<file path="src/rtl/core/bfht_pkg.sv">
// ----------------------------------------------------------------------------
// bfht_pkg
// widths, codes and types of the block frequency health test
// ----------------------------------------------------------------------------
package bfht_pkg;

  localparam int LEN_W   = 16;
  localparam int SUM_W   = 48;
  localparam int CNT_W   = 24;
  localparam int THR_W   = 48;
  localparam int MAG_W   = LEN_W + 1;
  localparam int SQ_W    = 2 * MAG_W;
  localparam int CFG_W   = 48;
  localparam int CFG_A_W = 1;

  localparam int IN_TDATA_W  = 8;
  localparam int RES_W       = 2 + SUM_W + CNT_W;
  localparam int OUT_TDATA_W = ((RES_W + 7) / 8) * 8;

  localparam int FIFO_DEPTH = 8;
  localparam int PTR_W      = $clog2(FIFO_DEPTH);
  localparam int FCNT_W     = PTR_W + 1;

  localparam logic [LEN_W-1:0] BLOCK_LENGTH_RST = LEN_W'(128);
  localparam logic [LEN_W-1:0] MIN_BLOCK_LENGTH = LEN_W'(2);

  typedef enum logic [CFG_A_W-1:0] {
    CFG_BLOCK_LENGTH   = 1'b0,
    CFG_FAIL_THRESHOLD = 1'b1
  } cfg_idx_t;

  typedef enum logic [1:0] {
    VERDICT_PASS    = 2'd0,
    VERDICT_FAIL    = 2'd1,
    VERDICT_INVALID = 2'd2
  } verdict_t;

  typedef struct packed {
    logic [CNT_W-1:0] blocks_seen;
    logic [SUM_W-1:0] scaled_statistic;
    verdict_t         verdict;
  } result_t;

endpackage

</file>
<file path="src/rtl/core/bfht_result_fifo.sv">
// ----------------------------------------------------------------------------
// bfht_result_fifo
// small queue of finished results in front of the result channel
// ----------------------------------------------------------------------------
module bfht_result_fifo (
  input  logic              clk,
  input  logic              rst_n,
  input  logic              wr_en,
  input  bfht_pkg::result_t wr_data,
  output logic              rd_valid,
  input  logic              rd_ready,
  output bfht_pkg::result_t rd_data
);

  bfht_pkg::result_t                 mem [bfht_pkg::FIFO_DEPTH];
  logic [bfht_pkg::PTR_W-1:0]        wr_ptr_r, wr_ptr_nxt;
  logic [bfht_pkg::PTR_W-1:0]        rd_ptr_r, rd_ptr_nxt;
  logic [bfht_pkg::FCNT_W-1:0]       fill_r, fill_nxt;
  logic                              pop;

  assign rd_valid = (fill_r != '0);
  assign rd_data  = mem[rd_ptr_r];
  assign pop      = rd_valid && rd_ready;

  always_comb begin
    wr_ptr_nxt = wr_en ? wr_ptr_r + 1'b1 : wr_ptr_r;
    rd_ptr_nxt = pop ? rd_ptr_r + 1'b1 : rd_ptr_r;
    fill_nxt   = fill_r;
    if (wr_en && !pop) begin
      fill_nxt = fill_r + 1'b1;
    end else if (!wr_en && pop) begin
      fill_nxt = fill_r - 1'b1;
    end
  end

  always_ff @(posedge clk) begin
    if (!rst_n) begin
      wr_ptr_r <= '0;
      rd_ptr_r <= '0;
      fill_r   <= '0;
    end else begin
      wr_ptr_r <= wr_ptr_nxt;
      rd_ptr_r <= rd_ptr_nxt;
      fill_r   <= fill_nxt;
    end
  end

  always_ff @(posedge clk) begin
    if (wr_en) begin
      mem[wr_ptr_r] <= wr_data;
    end
  end

endmodule

</file>
<file path="src/rtl/core/block_frequency_health_test_core.sv">
// ----------------------------------------------------------------------------
// block_frequency_health_test_core
// block frequency health test on a serial bit stream
// ----------------------------------------------------------------------------
// Takes one bit per cycle while in_tready is high, with tlast on the final
// bit of a sequence. Ones are counted in blocks of block_length bits; each
// finished block adds (2*ones - block_length)^2 to a saturating sum. The
// result for a sequence (verdict, sum, block count) passes stages 1 to 3
// into an eight-entry result queue; in_tready drops only when eight results
// are in flight or queued and not yet taken. Counters, accumulator and
// result credit are the per-cycle loops; the square of a block deviation
// sits in a 17x17 multiplier stage of its own, followed by the accumulate
// stage and a compare stage against fail_threshold. Write configuration
// only while no sequence is in progress and no result is pending.
module block_frequency_health_test_core (
  input  logic                                clk,
  input  logic                                rst_n,
  input  logic                                cfg_we,
  input  logic [bfht_pkg::CFG_A_W-1:0]        cfg_addr,
  input  logic [bfht_pkg::CFG_W-1:0]          cfg_wdata,
  input  logic                                in_tvalid,
  output logic                                in_tready,
  // [0] bit_value, upper bits zero
  input  logic [bfht_pkg::IN_TDATA_W-1:0]     in_tdata,
  input  logic                                in_tlast,
  output logic                                out_tvalid,
  input  logic                                out_tready,
  // [1:0] verdict, [49:2] scaled_statistic, [73:50] blocks_seen, upper zero
  output logic [bfht_pkg::OUT_TDATA_W-1:0]    out_tdata
);

  // configuration
  logic [bfht_pkg::LEN_W-1:0] block_length_r;
  logic [bfht_pkg::THR_W-1:0] fail_threshold_r;

  always_ff @(posedge clk) begin
    if (!rst_n) begin
      block_length_r   <= bfht_pkg::BLOCK_LENGTH_RST;
      fail_threshold_r <= '0;
    end else if (cfg_we) begin
      unique case (bfht_pkg::cfg_idx_t'(cfg_addr))
        bfht_pkg::CFG_BLOCK_LENGTH:   block_length_r   <= cfg_wdata[bfht_pkg::LEN_W-1:0];
        bfht_pkg::CFG_FAIL_THRESHOLD: fail_threshold_r <= cfg_wdata[bfht_pkg::THR_W-1:0];
        default: ;
      endcase
    end
  end

  // result credit: results in flight plus results queued
  logic [bfht_pkg::FCNT_W-1:0] credit_r, credit_nxt;
  logic in_acc, out_acc, in_last_acc;

  assign in_tready   = (credit_r < bfht_pkg::FCNT_W'(bfht_pkg::FIFO_DEPTH));
  assign in_acc      = in_tvalid && in_tready;
  assign in_last_acc = in_acc && in_tlast;
  assign out_acc     = out_tvalid && out_tready;

  always_comb begin
    credit_nxt = credit_r;
    if (in_last_acc && !out_acc) begin
      credit_nxt = credit_r + 1'b1;
    end else if (!in_last_acc && out_acc) begin
      credit_nxt = credit_r - 1'b1;
    end
  end

  always_ff @(posedge clk) begin
    if (!rst_n) begin
      credit_r <= '0;
    end else begin
      credit_r <= credit_nxt;
    end
  end

  // stage 1: bit and ones counters, block deviation magnitude
  logic [bfht_pkg::LEN_W-1:0] bits_r, bits_nxt;
  logic [bfht_pkg::LEN_W-1:0] ones_r, ones_nxt;
  logic [bfht_pkg::LEN_W:0]   n_sum, ones_sum;
  logic [bfht_pkg::LEN_W+1:0] twice_ones, len_ext;
  logic [bfht_pkg::LEN_W+1:0] dev_abs;
  logic                       blk_done;

  logic                       s1_valid_r, s1_last_r, s1_done_r;
  logic [bfht_pkg::MAG_W-1:0] s1_mag_r;

  always_comb begin
    n_sum      = {1'b0, bits_r} + 1'b1;
    ones_sum   = {1'b0, ones_r} + {{bfht_pkg::LEN_W{1'b0}}, in_tdata[0]};
    blk_done   = (n_sum >= {1'b0, block_length_r});
    twice_ones = {ones_sum, 1'b0};
    len_ext    = {2'b00, block_length_r};
    dev_abs    = (twice_ones >= len_ext) ? twice_ones - len_ext : len_ext - twice_ones;
    bits_nxt   = bits_r;
    ones_nxt   = ones_r;
    if (in_acc) begin
      if (blk_done || in_tlast) begin
        bits_nxt = '0;
        ones_nxt = '0;
      end else begin
        bits_nxt = n_sum[bfht_pkg::LEN_W-1:0];
        ones_nxt = ones_sum[bfht_pkg::LEN_W-1:0];
      end
    end
  end

  always_ff @(posedge clk) begin
    if (!rst_n) begin
      bits_r     <= '0;
      ones_r     <= '0;
      s1_valid_r <= 1'b0;
    end else begin
      bits_r     <= bits_nxt;
      ones_r     <= ones_nxt;
      s1_valid_r <= in_acc;
    end
  end

  always_ff @(posedge clk) begin
    s1_last_r <= in_tlast;
    s1_done_r <= blk_done;
    s1_mag_r  <= dev_abs[bfht_pkg::MAG_W-1:0];
  end

  // stage 2: square of the deviation
  logic                      s2_valid_r, s2_last_r, s2_done_r;
  logic [bfht_pkg::SQ_W-1:0] s2_sq_r;

  always_ff @(posedge clk) begin
    if (!rst_n) begin
      s2_valid_r <= 1'b0;
    end else begin
      s2_valid_r <= s1_valid_r;
    end
  end

  always_ff @(posedge clk) begin
    s2_last_r <= s1_last_r;
    s2_done_r <= s1_done_r;
    s2_sq_r   <= s1_mag_r * s1_mag_r;
  end

  // stage 3: saturating accumulate, snapshot on the last bit
  logic [bfht_pkg::SUM_W-1:0] sum_r, sum_nxt, sum_new;
  logic [bfht_pkg::CNT_W-1:0] cnt_r, cnt_nxt, cnt_new;
  logic [bfht_pkg::SUM_W:0]   sum_add;
  logic                       fin_valid_r;
  logic [bfht_pkg::SUM_W-1:0] fin_sum_r;
  logic [bfht_pkg::CNT_W-1:0] fin_cnt_r;

  always_comb begin
    sum_add = {1'b0, sum_r} + {{(bfht_pkg::SUM_W + 1 - bfht_pkg::SQ_W){1'b0}}, s2_sq_r};
    sum_new = sum_r;
    cnt_new = cnt_r;
    if (s2_done_r) begin
      sum_new = sum_add[bfht_pkg::SUM_W] ? '1 : sum_add[bfht_pkg::SUM_W-1:0];
      cnt_new = (&cnt_r) ? cnt_r : cnt_r + 1'b1;
    end
    sum_nxt = sum_r;
    cnt_nxt = cnt_r;
    if (s2_valid_r) begin
      sum_nxt = s2_last_r ? '0 : sum_new;
      cnt_nxt = s2_last_r ? '0 : cnt_new;
    end
  end

  always_ff @(posedge clk) begin
    if (!rst_n) begin
      sum_r       <= '0;
      cnt_r       <= '0;
      fin_valid_r <= 1'b0;
    end else begin
      sum_r       <= sum_nxt;
      cnt_r       <= cnt_nxt;
      fin_valid_r <= s2_valid_r && s2_last_r;
    end
  end

  always_ff @(posedge clk) begin
    fin_sum_r <= sum_new;
    fin_cnt_r <= cnt_new;
  end

  // stage 4: verdict into the result queue
  bfht_pkg::result_t res_in, res_out;

  always_comb begin
    res_in.scaled_statistic = fin_sum_r;
    res_in.blocks_seen      = fin_cnt_r;
    if (fin_cnt_r == '0 || block_length_r < bfht_pkg::MIN_BLOCK_LENGTH) begin
      res_in.verdict = bfht_pkg::VERDICT_INVALID;
    end else if (fin_sum_r > fail_threshold_r) begin
      res_in.verdict = bfht_pkg::VERDICT_FAIL;
    end else begin
      res_in.verdict = bfht_pkg::VERDICT_PASS;
    end
  end

  bfht_result_fifo u_fifo (
    .clk      (clk),
    .rst_n    (rst_n),
    .wr_en    (fin_valid_r),
    .wr_data  (res_in),
    .rd_valid (out_tvalid),
    .rd_ready (out_tready),
    .rd_data  (res_out)
  );

  assign out_tdata = {{(bfht_pkg::OUT_TDATA_W - bfht_pkg::RES_W){1'b0}}, res_out};

endmodule

</file>
<file path="config.mk">
export PLATFORM = sky130hd
export DESIGN_NAME = block_frequency_health_test_core
export DESIGN_NICKNAME = d
export VERILOG_FILES = /design/src/rtl/core/bfht_pkg.sv /design/src/rtl/core/bfht_result_fifo.sv /design/src/rtl/core/block_frequency_health_test_core.sv
export SDC_FILE = /design/constraint.sdc
export NUM_CORES = 2
export LEC_CHECK = 0
export BUFFER_PORTS_ARGS = -buffer_cell sky130_fd_sc_hd__buf_2
export CAP_MARGIN = 20
export CORE_MARGIN = 3
export CORE_UTILIZATION = 32
export CTS_CLUSTER_DIAMETER = 120
export CTS_CLUSTER_SIZE = 30
export DETAILED_ROUTE_END_ITERATION = 8
export SLEW_MARGIN = 30
export SYNTH_ARGS = -nofsm -noshare
export SYNTH_HDL_FRONTEND = slang
export SYNTH_SLANG_ARGS = --single-unit
</file>
<file path="constraint.sdc">
create_clock -name clk -period 7.6 [get_ports clk]
set_input_delay 0.76 -clock clk [delete_from_list [all_inputs] [get_ports clk]]
set_output_delay 0.76 -clock clk [all_outputs]
set_load 0.02 [all_outputs]
</file>
After elaboration in Yosys (flattened, before gate mapping) --
Memory sizes are Yosys's and may differ from the RTL's. A register that Yosys moved wholly into a read port is not among the register bits. Index checks and enable logic that the tools add are counted.
Word-level totals: flip-flop bits (word level) 312, RAM bits 592, bits of input ports 63, output and inout bits 82, logic and storage cells 80, memories 1
Memory list:
- u_fifo.mem | words 8, bits a word 74, rd ports 1, clocked after Yosys merged registers in 1, write ports 1, line bfht_result_fifo.sv:15 | bfht_pkg::result_t mem [bfht_pkg::FIFO_DEPTH];
Cells by class: add/sub/neg operators 12, multiply operators 1, magnitude comparators 5, mux-type cells 19, bitwise gates (word level) 1, reductions and logical operators 20
Operator list (count):
- two-way mux 48 bit | 3
- two-way mux 24 bit | 3
- adder 48 x 34 -> 49 bit | 1
- > comparator 48 bit | 1
- multiplier 17 x 17 -> 34 bit | 1
- two-way mux 16 bit | 2
- adder 24 x 1 -> 24 bit (second input constant) | 1
- zero test 24 bit | 1
- AND reduction 24 bit | 1
- >= comparator 18 x 16 -> 1 bit | 1
- adder 16 x 1 -> 17 bit | 1
- adder 16 x 1 -> 17 bit (second input constant) | 1
- >= comparator 17 x 16 -> 1 bit | 1
- two-way mux 17 bit | 1
- subtractor 16 x 17 -> 17 bit | 1
- subtractor 17 x 16 -> 17 bit | 1
- less-than comparator 16 x 2 -> 1 bit (second input constant) | 1
- two-way mux 4 bit | 4
- adder 4 x 1 -> 4 bit (second input constant) | 2
- logical AND 1 bit | 8
- subtractor 4 x 1 -> 4 bit (second input constant) | 2
- adder 3 x 1 -> 3 bit (second input constant) | 2
- two-way mux 3 bit | 2
- less-than comparator 4 bit (second input constant) | 1
- other kinds (8) | 15

Depth between registers and ports, before layout --
depth after elaboration 7, gate-level depth with buffers 24, mapped depth without buffers 23

Hierarchy --
A second synthesis with hierarchy kept.
Second synthesis, totals: cells, all modules 3685, area, all modules 46702.3 µm²
Modules (own cells, without submodules):
- block_frequency_health_test_core | times used 1, cells an instance 2761, area each 23859.1 µm², seq. area each 6025.8 µm²
- bfht_result_fifo | times used 1, cells an instance 924, area each 22843.2 µm², seq. area each 18037.3 µm²

Worst setup path before layout --
Ideal clock, no wire load.
kind register to register, start register s1_mag_r[2] (netlist bit), end register s2_sq_r[33] (netlist bit), library setup time 0.129 ns, arrival 6.372 ns, data required time 7.471 ns, path slack 1.098 ns, stages on the path, launching flop included 23, buffers on the path 2, clock period less this slack 6.502 ns, cell sequence dfxtp_1 -> clkbuf_1 -> clkbuf_1 -> nand2_1 -> fa_1 -> inv_1 -> fa_1 -> fa_1 -> fa_1 -> fa_1 -> inv_1 -> fa_1 -> inv_1 -> ha_1 -> and4_1 -> and4_1 -> nand2_1 -> and3b_1 -> a311oi_1 -> a311oi_1 -> a41o_1 -> o41ai_1 -> xnor2_1
Between the ends: cells in the longest elaborated chain, start to end 1
RTL lines:
- start: declaration | line block_frequency_health_test_core.sv:84 | logic [bfht_pkg::MAG_W-1:0] s1_mag_r;
- start signal: assignment | line block_frequency_health_test_core.sv:121 | s1_mag_r <= dev_abs[bfht_pkg::MAG_W-1:0];
- multiplier 17 x 17 -> 34 bit | line block_frequency_health_test_core.sv:139 | s2_sq_r <= s1_mag_r * s1_mag_r;
- end signal: assignment | line block_frequency_health_test_core.sv:139
- end: declaration | line block_frequency_health_test_core.sv:126 | logic [bfht_pkg::SQ_W-1:0] s2_sq_r;
Every way passes these cells. A chain may end at the register's enable or synchronous reset.

Worst setup path in the final report --
start register s1_mag_r[15] (netlist bit), end register s2_sq_r[33] (netlist bit)
The elaborated chain is that of the path after synthesis.

==> results.md <==
- Status: finished, final reports clean
- Layout Nets: 4318
- Critical path type: register to register
- Worst slew pin tran: between 900 and 1000 ps
- Critical Path Slowest Stage Cell: dfxtp_1
- 1st-pass router iterations: 5
- Area growth, synth to finish: 9.15%
- TritonCTS buffer count: 39
- Async SR Flop Fraction: 0%
- CP Depth: 20
- Detailed placer's ending HPWL: 79.3 mm
- Die width: 388 um
- Synthesized area per cell: 12.5 um^2
- Final period util: 92.2%
- Share of post-route cells with drive strength above 1: 13.2%
- Final setup fails: 0
- Core Area: 144000 um^2
- Post-CTS Setup Repair Bufs: 0
- Chip Height: 388 um
- Critical-path cell list: nand2_1, fa_1, inv_1, fa_1, fa_1, fa_1, fa_1, inv_1, fa_1, inv_1, ha_1, and4_1, and4_1, nand2_1, and3b_1, a311oi_1, a311oi_1, a41o_1, o41ai_1, xnor2_1
- Reg clk slew, reported paths: 120 ps
- Synth Register Bits: 906
- Number of enable flip-flop cells after synthesis: 592
- GRT overflow: 0
- I/O pin total: 145
- Synth Flop Type: edfxtp_1
- Kind of cell adding the most delay to the critical path: adder cells
- Cells on worst reg2reg path: 20
- Setup TNS: 0 ps
- Register area share after synthesis: 51.5%
- DIE AREA: approximately 150000 um^2
- Critical path's largest stage delay: just under 800 ps
- Power, Total: 22600 uW
- Post-route insts no fill: between 5000 and 6000
- Synth Warn #: 0
- Rel. slew slack: 35.4%
- Starting Density: 32.4%
- Required time worst endpoint: 8140 ps
- VDD IR max: 0.842 mV
- Drt total wl: 111 mm
- Worst-path maximum fanout: 18
- Detailed Route Iter0 Violations: 2039
- Max-cap viol count: 0
- Total track usage: 14.5%
- Clk root buf: clkbuf_16
- Lkg Pwr: 0.0198 uW
- Tmin final: 7000 ps
- Clk_lat worst skew: ~650 ps
- Power Density: about 440 nW/um^2
- Hold buffer count at CTS: 0
- CTS tree: built
- Cts repair resizes: 0
- Clk sinks: around 900
- Via count: 28600
- Mapped Area: 46700 um^2
- DR vias/cell: 4.98
- RSZ-0062 raised after global routing: false
- WL per Instance: 19.4 um
- Drt drc: 0
- Worst setup EP type: register
- IO buf count: around 130
- GP Congestion: 0.897
- Largest net degree at the start of global routing: between 70 and 80
- Hold WS: 338 ps
- Netlist cell types: 88
- Clk_skew: 63.9 ps
- Worst path most repeated cell: fa_1
- Worst Hold Depth: 0
- Antenna-violating nets left: 0
- Vias in the first global route: roughly 29000
- F_max: 143 MHz
- Row count: about 140
- Placed cells: 5670
- CP Buf/Inv Count: 3
- Max clock buf depth: 3
- Final hold violation count: 0
- Critical Path AT: between 7000 and 8000 ps
- Hold crit path type: register to register
- Initial antenna violation count: 6
- Final slew viol count: 0
- CTS HTree Levels: 2
- Syn Inst Count: between 3000 and 4000
- First-pass GRT wire length: 172 mm
- Startpoint types: register
## synth_stat cells, drive strengths merged, types with 31 or more instances
master	n	share of area [%]
mux4	148	7.1
xnor2	96	1.8
o21ai	109	1.2
and2	72	0.97
fa	197	8.4
and3	43	0.58
xor2	51	0.96
nand4	37	0.50
nand3	56	0.61
ha	249	6.7
a31oi	31	0.41
inv	387	3.1
nor2	153	1.2
buf	44	0.48
clkbuf	108	0.87
edfxtp	592	38
nor3	41	0.44
dfxtp	314	13
a21oi	210	2.3
nand2	345	2.8
a21o	76	1.2
mux2	81	2.0
## layer usage
metal	global-route usage [%]	part of all wire, %
met1	21.2	47
met2	23.6	46
met3	1.73	5.4
met4	2.41	1.5
met5	0	0
## sequential cells by signal, indices dropped and copies added, names as in the netlist, 4 cells and up, named ones only
register and count:
block_length_r 16, ones_r 16, fin_cnt_r 24, cnt_r 24, fin_sum_r 48, u_fifo.fill_r 4
bits_r 16, credit_r 4, sum_r 48, s2_sq_r 33, fail_threshold_r 48, s1_mag_r 17
u_fifo.mem 592
## through the flow
step | worst slack, ps | instance area, um^2 | util, %
after global routing | 219 | 51000 | 35.3
final | 596 | 51000 | 35.3
after floorplan | 1100 | 46800 | -
after global placement | 608 | 49600 | 34.4
after detailed placement | 551 | 49700 | 34.4
after CTS | 584 | 51000 | 35.3
## path summary, 6_finish.rpt
path,start,to,slack [ps]
worst max-delay path,s1_mag_r[15],s2_sq_r[33],600
worst min register to register,s1_last_r,s2_last_r,340
worst max register to register,s1_mag_r[15],s2_sq_r[33],600
worst min-delay path,s1_last_r,s2_last_r,340
## power by group
part	total, uW	switching, uW	internal, uW
clock network	2630	1590	1040
registers	5850	231	5610
logic	14100	7790	6290
## final cells by class
type	instances	area (um^2)
Fill cell	14100	93300
Sequential cell	906	24100
Multi-Input combinational cell	2289	20700
Tap cell	1903	2380
Inverter	388	1460
Timing Repair Buffer	185	1140
Clock buffer	61	1060
Clock inverter	11	205
Antenna cell	3	7.51
## placed cells by master (no fill, tap or decap), types with 17 or more instances in the layout
master / netlist / routed
mux4_2: 148 / 148
buf_2: 16 / 131
fa_1: 197 / 197
nor2_1: 152 / 144
nand3_1: 55 / 55
xnor2_1: 96 / 96
and3_1: 43 / 43
xor2_1: 51 / 51
clkbuf_1: 108 / 22
a21oi_1: 209 / 208
buf_4: 7 / 47
a21o_1: 76 / 76
ha_1: 249 / 249
nand2_1: 345 / 344
nor3_1: 41 / 39
o21ai_0: 105 / 105
and2_1: 70 / 69
a31oi_1: 31 / 31
o21a_1: 17 / 17
inv_1: 386 / 386
clkbuf_16: 0 / 39
edfxtp_1: 592 / 592
dfxtp_1: 314 / 310
nand2b_1: 18 / 18
a22o_1: 29 / 29
nor2b_1: 22 / 21
nand4_1: 37 / 37
mux2_2: 81 / 81
## kinds of logic (layout without fill, tap and decap cells)
| family | count (synthesis) | count (layout) | share of synthesized area [%] |
|---|---|---|---|
| AND/OR/NAND/NOR | 849 | 849 | 8.61 |
| adder cells (fa/ha/maj) | 446 | 446 | 15.1 |
| buffers and inverters | 540 | 645 | 4.47 |
| AO/OA/AOI/OAI | 600 | 600 | 8.23 |
| flip-flops | 906 | 906 | 51.5 |
| other | 1 | 9 | 0.00802 |
| XOR/XNOR | 147 | 147 | 2.75 |
| multiplexers | 241 | 241 | 9.34 |
No activity file was read; power rests on OpenSTA's default activity.
